===== config.mk =====
export PLATFORM = sky130hd
export DESIGN_NAME = mswlf_ctrl
export DESIGN_NICKNAME = d
export VERILOG_FILES = /design/src/rtl/mswlf_pkg.sv /design/src/rtl/mswlf_ctrl.sv
export SDC_FILE = /design/constraint.sdc
export NUM_CORES = 1
export LEC_CHECK = 0
export BUFFER_PORTS_ARGS = -buffer_cell sky130_fd_sc_hd__buf_2
export CAP_MARGIN = 20
export CORE_AREA = 2 2 39 41
export DETAILED_ROUTE_END_ITERATION = 10
export DIE_AREA = 0 0 41 43
export PLACE_DENSITY = 0.72
export SLEW_MARGIN = 20
export SYNTH_ARGS = -nofsm -noshare
export SYNTH_HDL_FRONTEND = slang
export SYNTH_SLANG_ARGS = --single-unit
export TNS_END_PERCENT = 30

===== constraint.sdc =====
create_clock -name clk -period 1.5 [get_ports clk]
set_input_delay 0.075 -clock clk [delete_from_list [all_inputs] [get_ports clk]]
set_output_delay 0.075 -clock clk [all_outputs]
set_load 0.05 [all_outputs]

===== src/rtl/mswlf_pkg.sv =====
// Shared constants, types and helper functions for the max-sum flagged window block.
// No dependencies; every other file except mswlf_ram refers to it by scoped names.
package mswlf_pkg;

  localparam int WINDOW_DEPTH = 1024;
  localparam int VALUE_BITS   = 16;

  // Fixed port field widths
  localparam int VALUE_W   = 16;
  localparam int LIMIT_W   = 11;
  localparam int OUT_SUM_W = 26;

  localparam int ADDR_W  = $clog2(WINDOW_DEPTH);
  localparam int CNT_W   = $clog2(WINDOW_DEPTH + 1);
  localparam int SUM_W   = VALUE_BITS + CNT_W;
  localparam int ENTRY_W = VALUE_BITS + 1;
  localparam int CMP_W   = (CNT_W > LIMIT_W) ? CNT_W : LIMIT_W;
  localparam int WIDE_W  = (SUM_W > OUT_SUM_W) ? SUM_W : OUT_SUM_W;

  typedef logic [ADDR_W-1:0]     addr_t;
  typedef logic [CNT_W-1:0]      cnt_t;
  typedef logic [SUM_W-1:0]      sum_t;
  typedef logic [VALUE_BITS-1:0] val_t;
  typedef logic [VALUE_W-1:0]    in_val_t;
  typedef logic [LIMIT_W-1:0]    limit_t;
  typedef logic [OUT_SUM_W-1:0]  osum_t;
  typedef logic [ENTRY_W-1:0]    entry_t;

  // Controller -> datapath
  typedef struct packed {
    logic latch;       // capture the incoming item
    logic push;        // append an item at the tail
    logic push_src_in; // push from the input port, else from the latched item
    logic rd_en;       // issue a store read
    logic rd_next;     // read at the entry after head
    logic pop;         // drop the head entry using the read data
    logic ovf_set;     // raise the sticky overflow
    logic finish;      // update best and load the result register
  } cmd_t;

  // Datapath -> controller
  typedef struct packed {
    logic full;
    logic need_evict;
    logic pop_flag;
    logic pop_last;
    cnt_t cnt;
    cnt_t flag_cnt;
    logic ovf;
  } status_t;

  function automatic addr_t next_ptr(addr_t p);
    return (p == addr_t'(WINDOW_DEPTH - 1)) ? '0 : p + addr_t'(1);
  endfunction

  function automatic osum_t sat_out(sum_t s);
    logic [WIDE_W-1:0] w;
    w = WIDE_W'(s);
    if (w > WIDE_W'({OUT_SUM_W{1'b1}})) return '1;
    return OUT_SUM_W'(w);
  endfunction

endpackage


===== src/rtl/mswlf_ctrl.sv =====
// Sequencer for one item: optional overflow pop, push, eviction loop, result load.
// Depends on mswlf_pkg; drives mswlf_datapath through cmd_t.
module mswlf_ctrl (
  input  logic                clk,
  input  logic                rst_n,
  input  logic                in_valid,
  output logic                in_ready,
  output logic                out_valid,
  input  logic                out_ready,
  input  mswlf_pkg::status_t  st,
  output mswlf_pkg::cmd_t     cmd
);

  localparam logic [2:0] S_IDLE  = 3'd0;
  localparam logic [2:0] S_OVF   = 3'd1;
  localparam logic [2:0] S_PUSH  = 3'd2;
  localparam logic [2:0] S_CHECK = 3'd3;
  localparam logic [2:0] S_POP   = 3'd4;
  localparam logic [2:0] S_DONE  = 3'd5;

  logic [2:0] state_r, state_nxt;
  logic       out_valid_r, out_valid_nxt;
  logic       out_free;

  assign out_free = !out_valid_r || out_ready;

  always_comb begin
    state_nxt = state_r;
    cmd       = '0;
    in_ready  = 1'b0;
    unique case (state_r)
      S_IDLE: begin
        in_ready = 1'b1;
        if (in_valid) begin
          if (st.full) begin
            // oldest entry sits where the new one goes: read it first
            cmd.latch = 1'b1;
            cmd.rd_en = 1'b1;
            state_nxt = S_OVF;
          end else begin
            cmd.push        = 1'b1;
            cmd.push_src_in = 1'b1;
            state_nxt       = S_CHECK;
          end
        end
      end
      S_OVF: begin
        cmd.pop     = 1'b1;
        cmd.ovf_set = 1'b1;
        state_nxt   = S_PUSH;
      end
      S_PUSH: begin
        cmd.push  = 1'b1;
        state_nxt = S_CHECK;
      end
      S_CHECK: begin
        if (st.need_evict) begin
          cmd.rd_en = 1'b1;
          state_nxt = S_POP;
        end else if (out_free) begin
          cmd.finish = 1'b1;
          state_nxt  = S_IDLE;
        end else begin
          state_nxt = S_DONE;
        end
      end
      S_POP: begin
        cmd.pop = 1'b1;
        if (st.pop_flag || st.pop_last) begin
          state_nxt = S_DONE;
        end else begin
          // prefetch the entry behind the one leaving now
          cmd.rd_en   = 1'b1;
          cmd.rd_next = 1'b1;
        end
      end
      S_DONE: begin
        if (out_free) begin
          cmd.finish = 1'b1;
          state_nxt  = S_IDLE;
        end
      end
      default: state_nxt = S_IDLE;
    endcase
  end

  always_comb begin
    priority if (cmd.finish) out_valid_nxt = 1'b1;
    else if (out_ready)      out_valid_nxt = 1'b0;
    else                     out_valid_nxt = out_valid_r;
  end

  always_ff @(posedge clk) begin
    if (!rst_n) begin
      state_r     <= S_IDLE;
      out_valid_r <= 1'b0;
    end else begin
      state_r     <= state_nxt;
      out_valid_r <= out_valid_nxt;
    end
  end

  assign out_valid = out_valid_r;

endmodule


After elaboration in Yosys (flattened, before gate mapping)
Cells that the tools add are included.
{ "word_totals": {"regBits": 4, "latch_bits": 0, "mem_bits_rw": 0, "rom_bits": 0, "out_inout_bits": 10, "word_cells": 42, "mem_count": 0} }
{ "op_classes": {"addsub": 0, "mul": 0, "n_div": 0, "n_lt_le_gt_ge": 0, "eq_ne": 8, "shifts": 0, "n_mux": 25, "n_bitwise": 0, "n_reduce_logical": 7} }
{ "ops": {"columns": ["operator", "count"], "rows": [
  ["$pmux W3 S6", 1],
  ["$mux W3", 5],
  ["$mux W1", 12],
  ["$eq A3 B2 Y1 const B", 2],
  ["$eq A3 B3 Y1 const B", 2],
  ["$mux W2", 3],
  ["$ne A2 B2 Y1 const B", 3],
  ["$mux W4", 1],
  ["$pmux W1 S2", 2],
  ["$eq A3 B1 Y1 const B", 1],
  ["$logic_not A3 Y1", 1],
  ["$pmux W1 S3", 1],
  ["$reduce_and A3 Y1", 1],
  ["$logic_or A1 B1 Y1", 2],
  ["$reduce_bool A2 Y1", 1],
  ["$reduce_or A2 Y1", 1],
  ["$logic_not A1 Y1", 1]
]} }

Depth between registers and ports, before layout
{ "depth": {"depth_word": 6, "depth_mapped": 6} }

Worst setup path before layout
Ideal clock, no wire load.
{ "synth_timing": {"path_type": "flip-flop to output port", "start": "reg state_r[0]", "end": "out cmd[4] (netlist name)", "t_arrival_ns": 1.863, "required_ns": 1.425, "setup_slack_ns": -0.438, "path_stages_with_launch": 5, "path_cell_list": "dfxtp_1 -> buf_4 -> nor2_1 -> a32oi_1 -> o21ai_0"} }
{ "synth_rtl": {"columns": ["element", "line", "source"], "rows": [
  ["start: declaration", "mswlf_ctrl.sv:21", "logic [2:0] state_r, state_nxt;"],
  ["start signal: assignment", "mswlf_ctrl.sv:98", "state_r <= state_nxt;"],
  ["end: declaration", "mswlf_ctrl.sv:11", "output mswlf_pkg::cmd_t cmd"]
]} }

==> out/qor_table.md <==
| Parameter | This run | Unit |
|:---|:---|:---|
| Largest stage delay, worst path | 410 | ps |
| Endpoint required time on the critical path | 1420 | ps |
| Area of the multi-input gates | 229 | um^2 |
| Area growth, synth to finish | 39.4 | % |
| Tot GR Track Use | 12.2 | % |
| Slew at the pin closest to its max-slew limit | 229 | ps |
| Effective utilization at floorplan | 25.0 | % |
| Die width | 41 | um |
| Critical Path AT | 1300 | ps |
| Post-synth cell types | 24 | - |
| I/O pins | 41 | - |
| # diodes | 0 | - |
| Max-cap violations | 0 | - |
| Library cell with the largest summed area after synthesis | dfxtp_1 | - |
| Setup crit end kind | output port | - |
| Number of global-route vias before repair | 366 | - |
| Outcome | completed | - |
| Vias per Instance | 4.91 | - |
| Critical Setup Path Class | reg2out | - |
| Buffers on Ports | 17 | - |
| Detailed router's first-iteration violation count | 8 | - |
| Number of cells on the worst hold path | 3 | - |
| Placed cell area | 437 | um^2 |
| Highest ir drop seen on vdd | 950 | uV |
| Number of synthesized flops with an enable pin | 0 | - |
| Area fraction of the dominant cell type after synthesis | 23.1 | % |
| Final period utilization | 91.4 | % |
| Yosys synthesis warning count | 0 | - |
| Layout cell share with drive strength beyond 1 | 43.1 | % |
| Post-synthesis register bit count | 4 | - |
| Detailed-routed wire length on met2 | 436 | um |
| Static power due to leakage | 0.244 | nW |
| Total length of routed met3 wires | 30 | um |
| Net count after synthesis | 79 | - |
| DRC violation count after routing | 0 | - |
| Ys async rst share | 0 | % |
| Synth Cell Area | 347 | um^2 |
| Summed negative setup slack over all endpoints | 0 | ps |
| Pwr per Cell Area | 1990 | nW/um^2 |
| Critical-path cell with the highest stage delay | dfxtp_4 | - |
| Die outline area | 1760 | um^2 |
| Type of the worst min-delay path | in2reg | - |
| Avg Inst Size Synth | 7.22 | um^2 |
| Detailed-route wire length per cell | 10.2 | um |
| Synthesized instance count | 48 | - |
| Maximum number of pins on one net before global-route repair | 12 | - |
| Seq. cell area | 86.3 | um^2 |
| Buffer count from post-CTS setup fixing | 0 | - |
| Die height | 43 | um |
| Std-Cell Core Area | 1380 | um^2 |
| Number of buffers inserted by hold repair at cts | 0 | - |
| TritonCTS clock tree | built | - |
| Number of fillers in the final layout | 150 | - |
| Critical Path Stages | 4 | - |
| Final global-route overflow total | 0 | - |
| Setup repair after global routing missed its margin | no | - |
| Routability congestion estimate | 0.759 | - |
| Slew Limit Headroom | 84.6 | % |
| Highest Clock Rate | 729 | MHz |
| Largest cells by area after synthesis | dfxtp_1 23%, buf_4 6.5%, inv_1 6.5% | - |
| Remaining number of nets flagged by the antenna check after routing | 0 | - |
| First-pass GRT wire length | 1460 | um |
| Final Power | 0.000962 | W |
| Router iterations before antenna repair | 4 | - |
| Number of vias after detailed routing | 398 | - |
| CP Launch Type | register | - |
| Wire length reported by the detailed router | 829 | um |
| Critical path fanouts, max | 11 | - |
| H-tree depth | 1 | - |
| Worst skew pair latency | 240 | ps |
| Family with the most delay on the worst path | flip-flops | - |
| HPWL Detailed | 637 | um |
| Nets@finish | 98 | - |
| Count of final setup violators | 0 | - |
| Number of cells on the worst reg-to-reg path | 5 | - |
| Highest metal layer used by the detailed router | met4 | - |
| Number of rows in the core area | 14 | - |
| Cell breakdown of the critical path | nor3b_1 -> o21ai_0 -> nor2_1 -> clkbuf_4 | - |
| Worst Skew | 1.23 | ps |
| Detailed-routing wirelength on met1 | 341 | um |
| Clock buffers created by TritonCTS | 3 | - |
| Sequential cell area fraction in the yosys report | 23.1 | % |
| Bufs on Longest Clock Path | 2 | - |
| Final worst path period need | 1370 | ps |
| Top flip-flop cell by instance count after synthesis | dfxtp_1 | - |
| Clock slew at reported path FFs | 40 | ps |
| Number of sinks handled by clock tree synthesis | 4 | - |
| Final std cell area, no fill | 483 | um^2 |
| CTS root buf | clkbuf_4 | - |
| Number of hold violations in the final report | 0 | - |
| Final Max Slew Viols | 0 | - |
| Antenna violations before repair | 0 | - |
| Buffer and inverter count on the worst path | 1 | - |
through the flow:
step / hold WS, ps / util, % / instances / setup WS, ps
2_1_floorplan: 206 / - / 48 / -172
3_5_place_dp: 363 / 31.6 / 78 / 136
5_1_grt: 153 / 34.9 / 81 / 16.8
6_report: 127 / 34.9 / 81 / 128
3_3_place_gp: 356 / 31.6 / 78 / 163
4_1_cts: 111 / 33.9 / 81 / 40.1
cells in the final DEF (no fill, tap or decap):
| master | netlist | routed |
|---|---|---|
| a21oi_1 | 3 | 3 |
| a221o_1 | 1 | 1 |
| a31oi_1 | 1 | 1 |
| a32oi_1 | 1 | 1 |
| and2_1 | 1 | 1 |
| and3_1 | 2 | 2 |
| and4_1 | 1 | 1 |
| and4b_1 | 1 | 1 |
| buf_2 | 1 | 13 |
| buf_4 | 3 | 3 |
| clkbuf_4 | 0 | 5 |
| dfxtp_1 | 4 | 1 |
| dfxtp_2 | 0 | 2 |
| dfxtp_4 | 0 | 1 |
| inv_1 | 6 | 6 |
| mux2i_1 | 1 | 1 |
| nand2_1 | 4 | 4 |
| nand3_1 | 1 | 1 |
| nand3b_1 | 1 | 1 |
| nor2_1 | 5 | 4 |
| nor2_4 | 0 | 1 |
| nor2b_4 | 1 | 1 |
| nor3_1 | 2 | 2 |
| nor3b_1 | 2 | 1 |
| nor3b_2 | 0 | 1 |
| o2111ai_1 | 1 | 1 |
| o21ai_0 | 3 | 2 |
| o21ai_1 | 0 | 1 |
| o21bai_2 | 1 | 1 |
| xnor2_1 | 1 | 1 |
logic make-up after synthesis:
group / Yosys count / share of synthesized area [%]
AOI/OAI and AO/OA: 11 / 21.7
and+or+nand+nor: 21 / 35.4
muxes: 1 / 2.89
DFF: 4 / 23.1
xor gates and xnor gates: 1 / 2.53
buffers and inverters: 10 / 14.4
worst paths after layout:
kind	from	end	slack [ps]
worst max-delay path	state_r[1]	cmd[0]	130
worst min-delay path	rst_n	state_r[0]	130
worst max register to register	state_r[2]	state_r[0]	340
worst min register to register	state_r[0]	state_r[0]	560
state kept, by name (all words and copies together) (netlist names):
register,count
out_valid,1
state_r,3
power breakdown:
part | internal [W] | switching, W
combinational | 0.000184 | 0.000419
sequential | 0.000146 | 0.0000739
clock | 0.0000899 | 0.0000498
worst min-delay path: cells and delay by family:
family | cells | cell delay (ps)
AND/OR/NAND/NOR | 1 | 70
multiplexers | 1 | 60
buffers and inverters | 1 | 120
cell type report:
class | instances | area share [%]
Sequential cell | 4 | 17.9
Inverter | 6 | 4.66
Multi-Input combinational cell | 34 | 47.4
Tap cell | 16 | 4.15
Clock buffer | 3 | 4.66
Timing Repair Buffer | 18 | 21.2
cell usage after synthesis (2+ instances only):
master,count
o21ai_0,3
nand2_1,4
nor3_1,2
buf_4,3
nor2_1,5
nor3b_1,2
inv_1,6
dfxtp_1,4
a21oi_1,3
and3_1,2
metal layers:
layer / vias to the layer above / track usage (%)
li1: 203 / -
met1: 182 / 15.2
met2: 11 / 17.5
met3: 2 / 1.57
met4: 0 / 10.0
met5: - / 0
what timing repair did:
item,in CTS,in global routing
cloned,0,0
gates resized for setup,5,5
setup endpoints to repair,5,4
Note: power is estimated with default switching activity, not from simulation.
